==> src/hdl/bcs_pkg.sv <==
package bcs_pkg;

	localparam int POS_W  = 21;
	localparam int DIST_W = 22;
	localparam int SPD_W  = 16;
	localparam int FEED_W = 13;
	localparam int STEP_W = 11;
	localparam int LEN_W  = 20;

	localparam int TOLERANCE_UM = 10;
	localparam int BACKOFF_UM   = 200;

	localparam logic [FEED_W-1:0] FEED_MIN = FEED_W'(100);
	localparam logic [FEED_W-1:0] FEED_MAX = FEED_W'(5000);
	localparam logic [STEP_W-1:0] STEP_MIN = STEP_W'(50);
	localparam logic [STEP_W-1:0] STEP_MAX = STEP_W'(2000);

	// configuration register indexes
	localparam int CFG_IDX_W = 3;
	localparam int CFG_DATA_W = 20;
	localparam logic [CFG_IDX_W-1:0] REG_FEED    = 3'd0;
	localparam logic [CFG_IDX_W-1:0] REG_STEP    = 3'd1;
	localparam logic [CFG_IDX_W-1:0] REG_DEPTH   = 3'd2;
	localparam logic [CFG_IDX_W-1:0] REG_WIDTH   = 3'd3;
	localparam logic [CFG_IDX_W-1:0] REG_Z_RAPID = 3'd4;
	localparam logic [CFG_IDX_W-1:0] REG_X_RAPID = 3'd5;

	// commands
	localparam logic [1:0] CMD_TICK  = 2'd0;
	localparam logic [1:0] CMD_START = 2'd1;
	localparam logic [1:0] CMD_STOP  = 2'd2;

	// run modes
	localparam logic [1:0] MODE_IDLE   = 2'd0;
	localparam logic [1:0] MODE_PAUSED = 2'd1;
	localparam logic [1:0] MODE_ACTIVE = 2'd2;

	// cycle phases
	localparam logic [3:0] PH_IDLE      = 4'd0;
	localparam logic [3:0] PH_SYNC      = 4'd1;
	localparam logic [3:0] PH_HOME_Z    = 4'd2;
	localparam logic [3:0] PH_HOME_X    = 4'd3;
	localparam logic [3:0] PH_PLUNGE    = 4'd4;
	localparam logic [3:0] PH_BACKOFF   = 4'd5;
	localparam logic [3:0] PH_RETRACT   = 4'd6;
	localparam logic [3:0] PH_RESTORE   = 4'd7;
	localparam logic [3:0] PH_STEP_IN   = 4'd8;
	localparam logic [3:0] PH_REPLUNGE  = 4'd9;
	localparam logic [3:0] PH_FINISH    = 4'd10;
	localparam logic [3:0] PH_DONE      = 4'd11;

	typedef struct packed {
		logic [FEED_W-1:0] feed;
		logic [STEP_W-1:0] step;
		logic [LEN_W-1:0]  depth;
		logic [LEN_W-1:0]  width;
		logic [SPD_W-1:0]  z_rapid;
		logic [SPD_W-1:0]  x_rapid;
	} cfg_t;

	// declared highest bits first so the cast from tdata puts command lowest
	typedef struct packed {
		logic signed [POS_W-1:0] x_position;
		logic signed [POS_W-1:0] z_position;
		logic                    x_moving;
		logic                    z_moving;
		logic                    spindle_at_index;
		logic                    spindle_turning;
		logic [1:0]              command;
	} item_t;

	typedef struct packed {
		logic                     start_rejected;
		logic [3:0]               cycle_phase;
		logic [1:0]               run_mode;
		logic                     sync_request;
		logic                     move_constant_speed;
		logic [SPD_W-1:0]         move_speed;
		logic signed [DIST_W-1:0] move_distance;
		logic                     move_axis;
		logic                     move_valid;
	} result_t;

	typedef struct packed {
		logic [1:0]              mode;
		logic [3:0]              phase;
		logic                    save_x;
		logic signed [POS_W-1:0] saved_x;
	} state_upd_t;

endpackage

==> src/hdl/bcs_cfg_regs.sv <==
module bcs_cfg_regs import bcs_pkg::*; (
	input  logic                  clk,
	input  logic                  arst_n,
	input  logic                  cfg_wr,
	input  logic [CFG_IDX_W-1:0]  cfg_index,
	input  logic [CFG_DATA_W-1:0] cfg_data,
	output cfg_t                  cfg
);

	cfg_t cfg_q;
	logic [FEED_W-1:0] feed_in;
	logic [STEP_W-1:0] step_in;
	logic [FEED_W-1:0] feed_clamped;
	logic [STEP_W-1:0] step_clamped;

	// only clamped values are ever used, so clamp on the way in
	assign feed_in = cfg_data[FEED_W-1:0];
	assign step_in = cfg_data[STEP_W-1:0];
	assign feed_clamped = (feed_in < FEED_MIN) ? FEED_MIN :
		(feed_in > FEED_MAX) ? FEED_MAX : feed_in;
	assign step_clamped = (step_in < STEP_MIN) ? STEP_MIN :
		(step_in > STEP_MAX) ? STEP_MAX : step_in;

	always_ff @(posedge clk or negedge arst_n) begin
		if (!arst_n) begin
			cfg_q.feed    <= FEED_W'(1000);
			cfg_q.step    <= STEP_W'(100);
			cfg_q.depth   <= LEN_W'(2000);
			cfg_q.width   <= LEN_W'(500);
			cfg_q.z_rapid <= SPD_W'(5000);
			cfg_q.x_rapid <= SPD_W'(5000);
		end else if (cfg_wr) begin
			unique case (cfg_index)
				REG_FEED:    cfg_q.feed    <= feed_clamped;
				REG_STEP:    cfg_q.step    <= step_clamped;
				REG_DEPTH:   cfg_q.depth   <= cfg_data[LEN_W-1:0];
				REG_WIDTH:   cfg_q.width   <= cfg_data[LEN_W-1:0];
				REG_Z_RAPID: cfg_q.z_rapid <= cfg_data[SPD_W-1:0];
				REG_X_RAPID: cfg_q.x_rapid <= cfg_data[SPD_W-1:0];
				default: ;
			endcase
		end
	end

	assign cfg = cfg_q;

endmodule

==> src/hdl/bcs_phase_logic.sv <==
module bcs_phase_logic import bcs_pkg::*; (
	input  cfg_t                    cfg,
	input  item_t                   item,
	input  logic [1:0]              mode_cur,
	input  logic [3:0]              phase_cur,
	input  logic signed [POS_W-1:0] saved_x_cur,
	output state_upd_t              upd,
	output result_t                 res
);

	logic signed [DIST_W-1:0] z_ext;
	logic signed [DIST_W-1:0] x_ext;
	logic signed [DIST_W-1:0] sx_ext;
	logic signed [DIST_W-1:0] depth_ext;
	logic signed [DIST_W-1:0] width_ext;
	logic signed [DIST_W-1:0] step_ext;
	logic signed [DIST_W-1:0] rem;
	logic [SPD_W-1:0]         feed_spd;
	logic [SPD_W-1:0]         half_feed_spd;
	logic                     z_off_home;
	logic                     x_off_home;
	logic                     width_left;

	assign z_ext     = {item.z_position[POS_W-1], item.z_position};
	assign x_ext     = {item.x_position[POS_W-1], item.x_position};
	assign sx_ext    = {saved_x_cur[POS_W-1], saved_x_cur};
	assign depth_ext = {{(DIST_W-LEN_W){1'b0}}, cfg.depth};
	assign width_ext = {{(DIST_W-LEN_W){1'b0}}, cfg.width};
	assign step_ext  = {{(DIST_W-STEP_W){1'b0}}, cfg.step};
	assign rem       = width_ext - x_ext;
	assign feed_spd      = {{(SPD_W-FEED_W){1'b0}}, cfg.feed};
	assign half_feed_spd = {{(SPD_W-FEED_W+1){1'b0}}, cfg.feed[FEED_W-1:1]};

	assign z_off_home = (z_ext > DIST_W'(TOLERANCE_UM)) || (z_ext < -DIST_W'(TOLERANCE_UM));
	assign x_off_home = (x_ext > DIST_W'(TOLERANCE_UM)) || (x_ext < -DIST_W'(TOLERANCE_UM));
	assign width_left = (x_ext + DIST_W'(TOLERANCE_UM)) < width_ext;

	// all distances stay inside the 22 bit range for 21 bit positions
	always_comb begin
		upd.mode    = mode_cur;
		upd.phase   = phase_cur;
		upd.save_x  = 1'b0;
		upd.saved_x = item.x_position;
		res = '0;

		case (item.command)
			CMD_START: begin
				if (mode_cur == MODE_IDLE) begin
					if (cfg.depth != '0 && cfg.width != '0) begin
						upd.mode  = MODE_PAUSED;
						upd.phase = PH_SYNC;
					end else begin
						res.start_rejected = 1'b1;
					end
				end
			end
			CMD_STOP: begin
				if (mode_cur == MODE_PAUSED || mode_cur == MODE_ACTIVE) begin
					upd.mode  = MODE_IDLE;
					upd.phase = PH_IDLE;
				end
			end
			default: ;
		endcase

		// spindle gating between paused and active
		if (item.spindle_turning) begin
			if (upd.mode == MODE_PAUSED && !item.z_moving && !item.x_moving &&
				item.spindle_at_index) begin
				upd.mode = MODE_ACTIVE;
			end
		end else if (upd.mode == MODE_ACTIVE) begin
			upd.mode = MODE_PAUSED;
		end

		if (upd.mode == MODE_ACTIVE) begin
			unique case (upd.phase)
				PH_SYNC: begin
					upd.phase = PH_HOME_Z;
					res.sync_request = 1'b1;
				end
				PH_HOME_Z: begin
					if (!item.z_moving) begin
						if (z_off_home) begin
							res.move_valid    = 1'b1;
							res.move_distance = -z_ext;
							res.move_speed    = cfg.z_rapid;
						end else begin
							upd.phase = PH_HOME_X;
						end
					end
				end
				PH_HOME_X: begin
					if (!item.x_moving) begin
						if (x_off_home) begin
							res.move_valid    = 1'b1;
							res.move_axis     = 1'b1;
							res.move_distance = -x_ext;
							res.move_speed    = cfg.x_rapid;
						end else begin
							upd.phase = PH_PLUNGE;
						end
					end
				end
				PH_PLUNGE: begin
					res.move_valid          = 1'b1;
					res.move_distance       = -depth_ext;
					res.move_speed          = feed_spd;
					res.move_constant_speed = 1'b1;
					upd.phase = PH_BACKOFF;
				end
				PH_BACKOFF: begin
					if (!item.z_moving) begin
						upd.save_x        = 1'b1;
						res.move_valid    = 1'b1;
						res.move_axis     = 1'b1;
						res.move_distance = -DIST_W'(BACKOFF_UM);
						res.move_speed    = cfg.x_rapid;
						upd.phase = PH_RETRACT;
					end
				end
				PH_RETRACT: begin
					if (!item.x_moving) begin
						res.move_valid    = 1'b1;
						res.move_distance = -z_ext;
						res.move_speed    = cfg.z_rapid;
						upd.phase = PH_RESTORE;
					end
				end
				PH_RESTORE: begin
					if (!item.z_moving) begin
						res.move_valid    = 1'b1;
						res.move_axis     = 1'b1;
						res.move_distance = sx_ext - x_ext;
						res.move_speed    = cfg.x_rapid;
						upd.phase = PH_STEP_IN;
					end
				end
				PH_STEP_IN: begin
					if (!item.x_moving) begin
						res.move_valid = 1'b1;
						if (width_left) begin
							res.move_axis     = 1'b1;
							res.move_distance = (rem < step_ext) ? rem : step_ext;
							res.move_speed    = cfg.x_rapid;
							upd.phase = PH_REPLUNGE;
						end else begin
							res.move_distance       = -z_ext;
							res.move_speed          = half_feed_spd;
							res.move_constant_speed = 1'b1;
							upd.phase = PH_FINISH;
						end
					end
				end
				PH_REPLUNGE: begin
					if (!item.x_moving) begin
						res.move_valid          = 1'b1;
						res.move_distance       = -depth_ext;
						res.move_speed          = feed_spd;
						res.move_constant_speed = 1'b1;
						upd.phase = PH_BACKOFF;
					end
				end
				PH_FINISH: begin
					if (!item.z_moving) begin
						res.move_valid    = 1'b1;
						res.move_axis     = 1'b1;
						res.move_distance = -x_ext;
						res.move_speed    = cfg.x_rapid;
						upd.phase = PH_DONE;
					end
				end
				PH_DONE: begin
					upd.mode = MODE_IDLE;
				end
				default: ;
			endcase
		end

		res.run_mode    = upd.mode;
		res.cycle_phase = upd.phase;
	end

endmodule

==> src/hdl/boring_cycle_sequencer.sv <==
// Boring cycle sequencer. Each input word is one status tick: command, spindle
// flags, axis busy flags and Z/X positions in micrometres; each tick yields one
// output word with at most one relative move, the run mode and the cycle phase.
// A word is taken into an input register, worked through the phase logic and
// lands in the output register when that register is free or draining, and one
// word is accepted every cycle while the output side keeps taking words. The
// run mode, phase and saved X position update as each word moves into the
// output register. Configuration writes take effect on the next cycle and are
// meant to happen only while no tick is in flight.
module boring_cycle_sequencer import bcs_pkg::*; (
	input  logic                  clk,
	input  logic                  arst_n,
	input  logic                  s_tvalid,
	output logic                  s_tready,
	// command[1:0], spindle_turning, spindle_at_index, z_moving, x_moving,
	// z_position[20:0], x_position[20:0]
	input  logic [47:0]           s_tdata,
	output logic                  m_tvalid,
	input  logic                  m_tready,
	// move_valid, move_axis, move_distance[21:0], move_speed[15:0],
	// move_constant_speed, sync_request, run_mode[1:0], cycle_phase[3:0],
	// start_rejected, zero fill [55:49]
	output logic [55:0]           m_tdata,
	input  logic                  cfg_wr,
	input  logic [CFG_IDX_W-1:0]  cfg_index,
	input  logic [CFG_DATA_W-1:0] cfg_data
);

	cfg_t                    cfg;
	item_t                   item_s1;
	logic                    valid_s1;
	result_t                 res_s2;
	logic                    valid_s2;
	logic [1:0]              mode_q;
	logic [3:0]              phase_q;
	logic signed [POS_W-1:0] saved_x_q;
	state_upd_t              upd;
	result_t                 res_nxt;
	logic                    adv;

	bcs_cfg_regs u_cfg (
		.clk       (clk),
		.arst_n    (arst_n),
		.cfg_wr    (cfg_wr),
		.cfg_index (cfg_index),
		.cfg_data  (cfg_data),
		.cfg       (cfg)
	);

	bcs_phase_logic u_phase (
		.cfg         (cfg),
		.item        (item_s1),
		.mode_cur    (mode_q),
		.phase_cur   (phase_q),
		.saved_x_cur (saved_x_q),
		.upd         (upd),
		.res         (res_nxt)
	);

	// advance the input word when the output register is free or draining
	assign adv      = valid_s1 && (!valid_s2 || m_tready);
	assign s_tready = !valid_s1 || adv;

	always_ff @(posedge clk or negedge arst_n) begin
		if (!arst_n) begin
			valid_s1 <= 1'b0;
		end else if (s_tready) begin
			valid_s1 <= s_tvalid;
		end
	end

	always_ff @(posedge clk) begin
		if (s_tready && s_tvalid) begin
			item_s1 <= item_t'(s_tdata);
		end
	end

	always_ff @(posedge clk or negedge arst_n) begin
		if (!arst_n) begin
			valid_s2 <= 1'b0;
		end else if (adv) begin
			valid_s2 <= 1'b1;
		end else if (m_tready) begin
			valid_s2 <= 1'b0;
		end
	end

	always_ff @(posedge clk) begin
		if (adv) begin
			res_s2 <= res_nxt;
		end
	end

	always_ff @(posedge clk or negedge arst_n) begin
		if (!arst_n) begin
			mode_q    <= MODE_IDLE;
			phase_q   <= PH_IDLE;
			saved_x_q <= '0;
		end else if (adv) begin
			mode_q  <= upd.mode;
			phase_q <= upd.phase;
			if (upd.save_x) begin
				saved_x_q <= upd.saved_x;
			end
		end
	end

	assign m_tvalid = valid_s2;
	assign m_tdata  = {7'b0, res_s2};

`ifndef SYNTH
	// the held state always matches the mode and phase of the last word out
	assert property (@(posedge clk) disable iff (!arst_n)
		adv |=> (res_s2.run_mode == mode_q) && (res_s2.cycle_phase == phase_q))
		else $error("state registers disagree with last result");

	// a processed stop leaves the block idle
	assert property (@(posedge clk) disable iff (!arst_n)
		adv && (item_s1.command == CMD_STOP) |=> (mode_q == MODE_IDLE))
		else $error("stop did not return to idle");

	// an input word that cannot advance is held
	assert property (@(posedge clk) disable iff (!arst_n)
		valid_s1 && !adv |=> valid_s1 && $stable(item_s1))
		else $error("stalled input word lost");
`endif

endmodule
==> config.mk <==
export PLATFORM = sky130hd
export DESIGN_NAME = boring_cycle_sequencer
export DESIGN_NICKNAME = d
export VERILOG_FILES = /design/src/hdl/bcs_pkg.sv /design/src/hdl/bcs_cfg_regs.sv /design/src/hdl/bcs_phase_logic.sv /design/src/hdl/boring_cycle_sequencer.sv
export SDC_FILE = /design/constraint.sdc
export NUM_CORES = 1
export LEC_CHECK = 0
export ABC_AREA = 1
export BUFFER_PORTS_ARGS = -buffer_cell sky130_fd_sc_hd__buf_4
export CORE_MARGIN = 4
export CORE_UTILIZATION = 41
export CTS_CLUSTER_DIAMETER = 40
export DETAILED_ROUTE_END_ITERATION = 8
export PLACE_DENSITY = 0.57
export REMOVE_ABC_BUFFERS = 1
export SLEW_MARGIN = 40
export SYNTH_ARGS = -nofsm -noshare
export SYNTH_HDL_FRONTEND = slang
export SYNTH_SLANG_ARGS = --single-unit
==> constraint.sdc <==
create_clock -name clk -period 9.7 [get_ports clk]
set_clock_uncertainty 0.15 [all_clocks]
set_input_delay 0.97 -clock clk [delete_from_list [all_inputs] [get_ports clk]]
set_output_delay 0.97 -clock clk [all_outputs]
set_load 0.05 [all_outputs]
# --- After elaboration in Yosys (flattened, before gate mapping) ---
# Cells that the tools add are included.
totals:
  input_bits: 76
  output_inout_bits: 58
  ff_bits: 222
op_classes:
  n_lt_le_gt_ge: 10
  n_addsub: 6
  mux: 51
  n_reduce_logical: 29
  eq_ne: 23
ops:
  columns: ["cell", "count"]
  rows:
  - ["38-bit one-hot mux with 9 select lines", 1]
  - ["40-bit two-way mux", 5]
  - ["38-bit two-way mux", 4]
  - ["21-bit negation with 22-bit output", 2]
  - ["21-bit by 21-bit subtractor with 22-bit output", 2]
  - ["21-bit by 5-bit greater-than comparator with 1-bit output (second input constant)", 2]
  - ["21-bit by 5-bit less-than comparator with 1-bit output (second input constant)", 2]
  - ["41-bit two-way mux", 1]
  - ["4-bit one-hot mux with 10 select lines", 1]
  - ["20-bit nonzero test", 2]
  - ["39-bit two-way mux", 1]
  - ["4-bit two-way mux", 9]
  - ["13-bit two-way mux", 2]
  - ["21-bit by 5-bit adder with 22-bit output (second input constant)", 1]
  - ["22-bit by 12-bit less-than comparator with 1-bit output", 1]
  - ["22-bit by 21-bit less-than comparator with 1-bit output", 1]
  - ["11-bit two-way mux", 2]
  - ["22-bit two-way mux", 1]
  - ["20-bit negation with 22-bit output", 1]
  - ["6-bit two-way mux", 3]
  - ["4-bit by 3-bit equality test with 1-bit output (second input constant)", 4]
  - ["4-bit equality test (second input constant)", 4]
  - ["2-bit AND reduction", 8]
  - ["13-bit greater-than comparator (second input constant)", 1]
  - ["25 further kinds", 58]

# --- Logic depth before layout (Yosys ltp) ---
logic_depth:
  ltp_word: 14
  ltp_mapped: 27

# --- Modules after synthesis ---
# A second synthesis with hierarchy kept.
hier_totals:
  hier_cells: 2271
  area_unflattened_um2: 16454.5
by_module_without_submodules:
  columns: ["module", "seq_area_each_um2", "n_inst", "cells_per_inst", "area_per_inst_um2"]
  rows:
  - ["bcs_phase_logic", 0.0, 1, 1637, 8524.4]
  - ["boring_cycle_sequencer", 3638.5, 1, 233, 4179.0]
  - ["bcs_cfg_regs", 2441.1, 1, 401, 3751.1]

# --- Least setup slack after synthesis ---
# No wires, ideal clock.
synth_timing:
  kind: "register to register"
  from: "register item_s1[28] (netlist name)"
  to: "register res_s2, in the netlist m_tdata[7], data pin"
  required_time_ns: 9.293
  slack_ns: 5.611
  n_path_buf: 1
  t_arrival_ns: 3.682
  stages_incl_launch_ff: 24
  setup_time_ns: 0.257
  path_cell_list: "edfxtp_1 > inv_1 > ha_1 > inv_1 > nand3_1 > nand2_1 > a21oi_1 > o21ai_0 > xor2_1 > ha_1 > a21oi_1 > o21ai_0 > o21ai_0 > nand4_1 > nor2_1 > nand4_1 > ha_1 > inv_1 > clkbuf_1 > o21ai_0 > o21ai_0 > nor2_1 > nor2_1 > nor2_1"
synth_between:
  elab_chain_cells: 6
  word_cells_on_any_way: 17
  cone_classes: "add/sub (4); order compare (4); mux (8); reduce/logical (1)"
synth_lines:
  columns: ["item", "line_no", "rtl"]
  rows:
  - ["start, declared", "boring_cycle_sequencer.sv:30", "item_t item_s1;"]
  - ["start signal, assigned", "boring_cycle_sequencer.sv:74", "item_s1 <= item_t'(s_tdata);"]
  - ["21-bit by 21-bit subtractor with 22-bit output", "bcs_phase_logic.sv:30", "assign rem = width_ext - x_ext;"]
  - ["22-bit by 12-bit less-than comparator with 1-bit output", "bcs_phase_logic.sv:144", "res.move_distance = (rem < step_ext) ? rem : step_ext;"]
  - ["22-bit two-way mux", "bcs_phase_logic.sv:144", null]
  - ["38-bit two-way mux", "bcs_phase_logic.sv:142", "if (width_left) begin"]
  - ["41-bit two-way mux", "bcs_phase_logic.sv:140", "if (!item.x_moving) begin"]
  - ["38-bit one-hot mux with 9 select lines *", "bcs_phase_logic.sv:77", "unique case (upd.phase)"]
  - ["end signal, assigned", "boring_cycle_sequencer.sv:90", "res_s2 <= res_nxt;"]
  - ["end, declared", "boring_cycle_sequencer.sv:32", "result_t res_s2;"]
# Mark *: on every way between the ends. The rest lies on a longest branch, timed or not.
# A chain may end at the register's enable or synchronous reset.

# --- Worst setup path after layout ---
layout_timing:
  from: "register item_s1[29] (netlist name)"
  to: "register res_s2, in the netlist m_tdata[6], data pin"
# Same word-level chain as after synthesis.

==> impl_results.md <==
* Outcome: completed
* Largest net degree at the start of global routing at 57
* Initial DRT Pass Iterations at 5
* Clk sink count at 222
* Worst stage delay on the critical path at 0.66 ns
* Reg-to-Reg Start: item_s1[29]$_DFFE_PP_
* Worst setup path start: item_s1[29]$_DFFE_PP_
* Cell count of the worst reg-to-reg path at 22
* Clock Latency Late Sink at 0.58 ns
* CTS resizes at 0
* N_diodes at 0
* 1st-iter DRT viols at ~1300
* Final Max Slew Viols at 0
* Tot Pwr at approximately 4.1 mW
* Mapped Cells at 2076
* Maximum clock frequency at 0.196 GHz
* Netlist cell types at 60
* Top-area cell type share of the netlist area at 0.187
* Total number of vias at between 10000 and 15000
* Post-synthesis sequential area ratio at 0.389
* CP Data Arrival Time at 5.29 ns
* Drt drc at 0
* Cells after DPL at between 2000 and 3000
* Top cells by area, synth: edfxtp_1, dfrtp_1, nand2_1, ha_1, inv_1
* Die X at 203 µm
* Clk root buf: clkbuf_16
* Post-CTS Setup Repair Bufs at 0
* Worst Path Class, Setup: reg -> reg
* Worst-path clk slew at approximately 0.06 ns
* CTS tree: done
* Synthesized cell area at between 15000 and 20000 µm²
* Clk buf depth at 3
* Antenna violations before repair at 0
* Number of global-route vias before repair at between 10000 and 15000
* CP Max Fanout at 21
* Initial Util at 0.416
* Mean routed wirelength per cell at 20.6 µm
* Die Footprint at 41300 µm²
* Synthesis warning total at 0
* Overflow after GRT at 0
* Worst slew margin at 0.448
* Core ar. at 37600 µm²
* Top FF cell, synth: edfxtp_1
* Synth Register Bits at 222
* Final #Nets at 2367
* Proportion of layout cells with a drive suffix above 1 at 0.141
* Asr flop ratio synth at 0.563
* CP Capture Point: m_tdata[6]$_SDFFCE_PP0P_
* Htree depth at 2
* Yosys top cell by area: edfxtp_1
* Max_cap viols at 0
* Final wirelength at 56700 µm
* IO Pins at approximately 130
* Fin crit share at 0.527
* Slowest stage cell, crit path: ha_1
* Worst path cell trace: inv_1, ha_1, a21oi_1, nand2_1, a21oi_1, o21ai_0, xor2_1, ha_1, a21oi_1, o21ai_0, o21ai_0, nand4_1, nor2_1, nand4_1, ha_1, inv_1, o21ai_0, nand2_1, o211ai_1, nand3_1, nand2_1, inv_1
* RSZ-0062 raised after global routing: no
* I/O Buffers at 126
* Routability cong. at between 0.9 and 1
* Leakage at 8.76 nW
* CP dominant cell by count: o21ai_0
* GRT Resource Usage Total at 0.271
* Mean Syn Cell Area at 7.52 µm²
* Vias/cell at 5.38
* Post-DRT Antenna Nets at 0
* Min cycle time layout at 5.11 ns
* Area growth syn-to-layout at 18.7%
* CP required at 9.88 ns
* R2R Setup Slk at 4.59 ns
* Final Hold Viols at 0
* Std-Cell Rows at 71
* Hold Buf Count CTS at 0
* Worst setup SP type: register
* Die height at 203 µm
* Worst-Margin Slew at 0.826 ns
* Pwr dens at 223 nW/µm²
* Num CTS Buffers at 44
* Layout Cells excl Fill at 2752
* CP Capture Type: register
* First-pass GRT wire length at 85500 µm
* Hold crit path type: in -> async
* DP Wirelength at 44000 µm
* Setup_tns at 0 ns
* Worst IR Drop VDD at 0.000163 V
* Setup Viol. Count Final at 0
* Worst reg2reg path endpoint: m_tdata[6]$_SDFFCE_PP0P_
* Post-synth EDFFs at just under 100
[state kept, by name (all words and copies together) (netlist names)]
register and count:
u_cfg.cfg 96, m_tdata 49, item_s1 48, saved_x_q 21, phase_q 4, mode_q 2
m_tvalid 1, valid_s1 1
[cell usage in the layout (no fill, tap or decap), drive strengths merged, types with 12 or more instances in the layout]
| cell type | n |
|---|---|
| clkinv | 12 |
| xnor2 | 15 |
| clkbuf | 54 |
| xor2 | 61 |
| nand3 | 149 |
| o21ai | 187 |
| nand4 | 43 |
| dfstp | 31 |
| nand2 | 530 |
| nand3b | 12 |
| edfxtp | 97 |
| ha | 84 |
| nor3 | 34 |
| inv | 269 |
| buf | 132 |
| a21oi | 102 |
| nor2 | 241 |
| dfrtp | 94 |
[power by group]
part,switching (mW),internal [mW],total [mW]
Sequential,0.143,1.16,1.30
Clock,0.564,1.03,1.59
Combinational,0.853,0.386,1.24
Total,1.56,2.57,4.13
[routing by layer]
layer | GRT usage | part of all wire | vias up
li1 | - | - | 7132
met1 | 0.383 | 0.45 | 7051
met2 | 0.413 | 0.43 | 537
met3 | 0.0550 | 0.084 | 99
met4 | 0.103 | 0.037 | 0
met5 | 0 | 0 | -
[logic make-up after synthesis]
| kind of cell | count (synthesis) | synth area share |
|---|---|---|
| AND/OR/NAND/NOR | 1030 | 0.295 |
| adder cells (fa/ha/maj) | 86 | 0.0699 |
| other | 1 | 0.000240 |
| buffers and inverters | 318 | 0.0827 |
| flip-flops | 222 | 0.389 |
| XOR/XNOR | 76 | 0.0426 |
| AO/OA/AOI/OAI | 343 | 0.120 |
[critical path, delay by kind of cell (launching register included)]
kind / cells / cell delay (ns)
buffers and inverters: 3 / 0.60
xor gates and xnor gates: 1 / 0.20
adders and majority gates: 3 / 1.31
and+or+nand+nor: 7 / 0.66
AOI/OAI and AO/OA: 8 / 1.54
DFF: 1 / 0.42
[synthesized netlist by cell type, types with 4 or more instances]
cell,number
a21oi_2,4
nor4_1,7
xor2_1,61
nor2_2,7
nand3_2,7
nor3_1,33
o21ai_1,25
a21o_1,5
nand2_1,512
xnor2_1,15
dfrtp_1,94
nor2_1,223
o21ai_0,161
inv_1,248
clkbuf_1,24
buf_2,11
buf_6,4
edfxtp_1,97
nand3b_1,12
nand4_1,43
o31ai_1,4
inv_2,11
nand2_4,5
nand2_2,11
a31oi_1,7
dfstp_2,31
o21bai_1,4
a21oi_1,98
o211ai_1,11
a32o_1,4
buf_4,12
nor2_4,8
or2_2,9
ha_1,84
nand3_1,139
[cell type report]
type / count / area (µm²)
Clock buffer: 54 / 1200
Clock inverter: 28 / 353
Tap cell: 511 / 639
Sequential cell: 222 / 6080
Timing Repair Buffer: 132 / 995
Fill cell: 3735 / 19000
Multi-Input combinational cell: 1542 / 8280
Inverter: 263 / 995
[worst min-delay path by stage]
stage / startpoint / end / slack [ns] / cells after the start
2_1_floorplan: phase_q[0]$_DFFE_PN0P_ / phase_q[0]$_DFFE_PN0P_ / 0.30 / 2
3_3_place_gp: u_cfg.cfg[79]$_DFFE_PN0P_ / u_cfg.cfg[79]$_DFFE_PN0P_ / 0.32 / 2
3_5_place_dp: u_cfg.cfg[82]$_DFFE_PN0P_ / u_cfg.cfg[82]$_DFFE_PN0P_ / 0.32 / 2
4_1_cts: arst_n / u_cfg.cfg[2]$_DFFE_PN0P_ / 0.19 / 1
5_1_grt: arst_n / u_cfg.cfg[4]$_DFFE_PN0P_ / 0.22 / 1
6_report: arst_n / u_cfg.cfg[4]$_DFFE_PN0P_ / 0.19 / 1
[through the flow]
step	area (µm²)	hold WS (ns)	util	setup slack (ns)
floorplan	15300	0.296	-	5.42
global placement	17000	0.316	0.452	4.76
detailed placement	17000	0.323	0.452	4.61
CTS	18500	0.191	0.493	4.59
global route	18500	0.219	0.493	4.07
finish	18500	0.191	0.493	4.59
No activity file was read; power rests on OpenSTA's default activity.
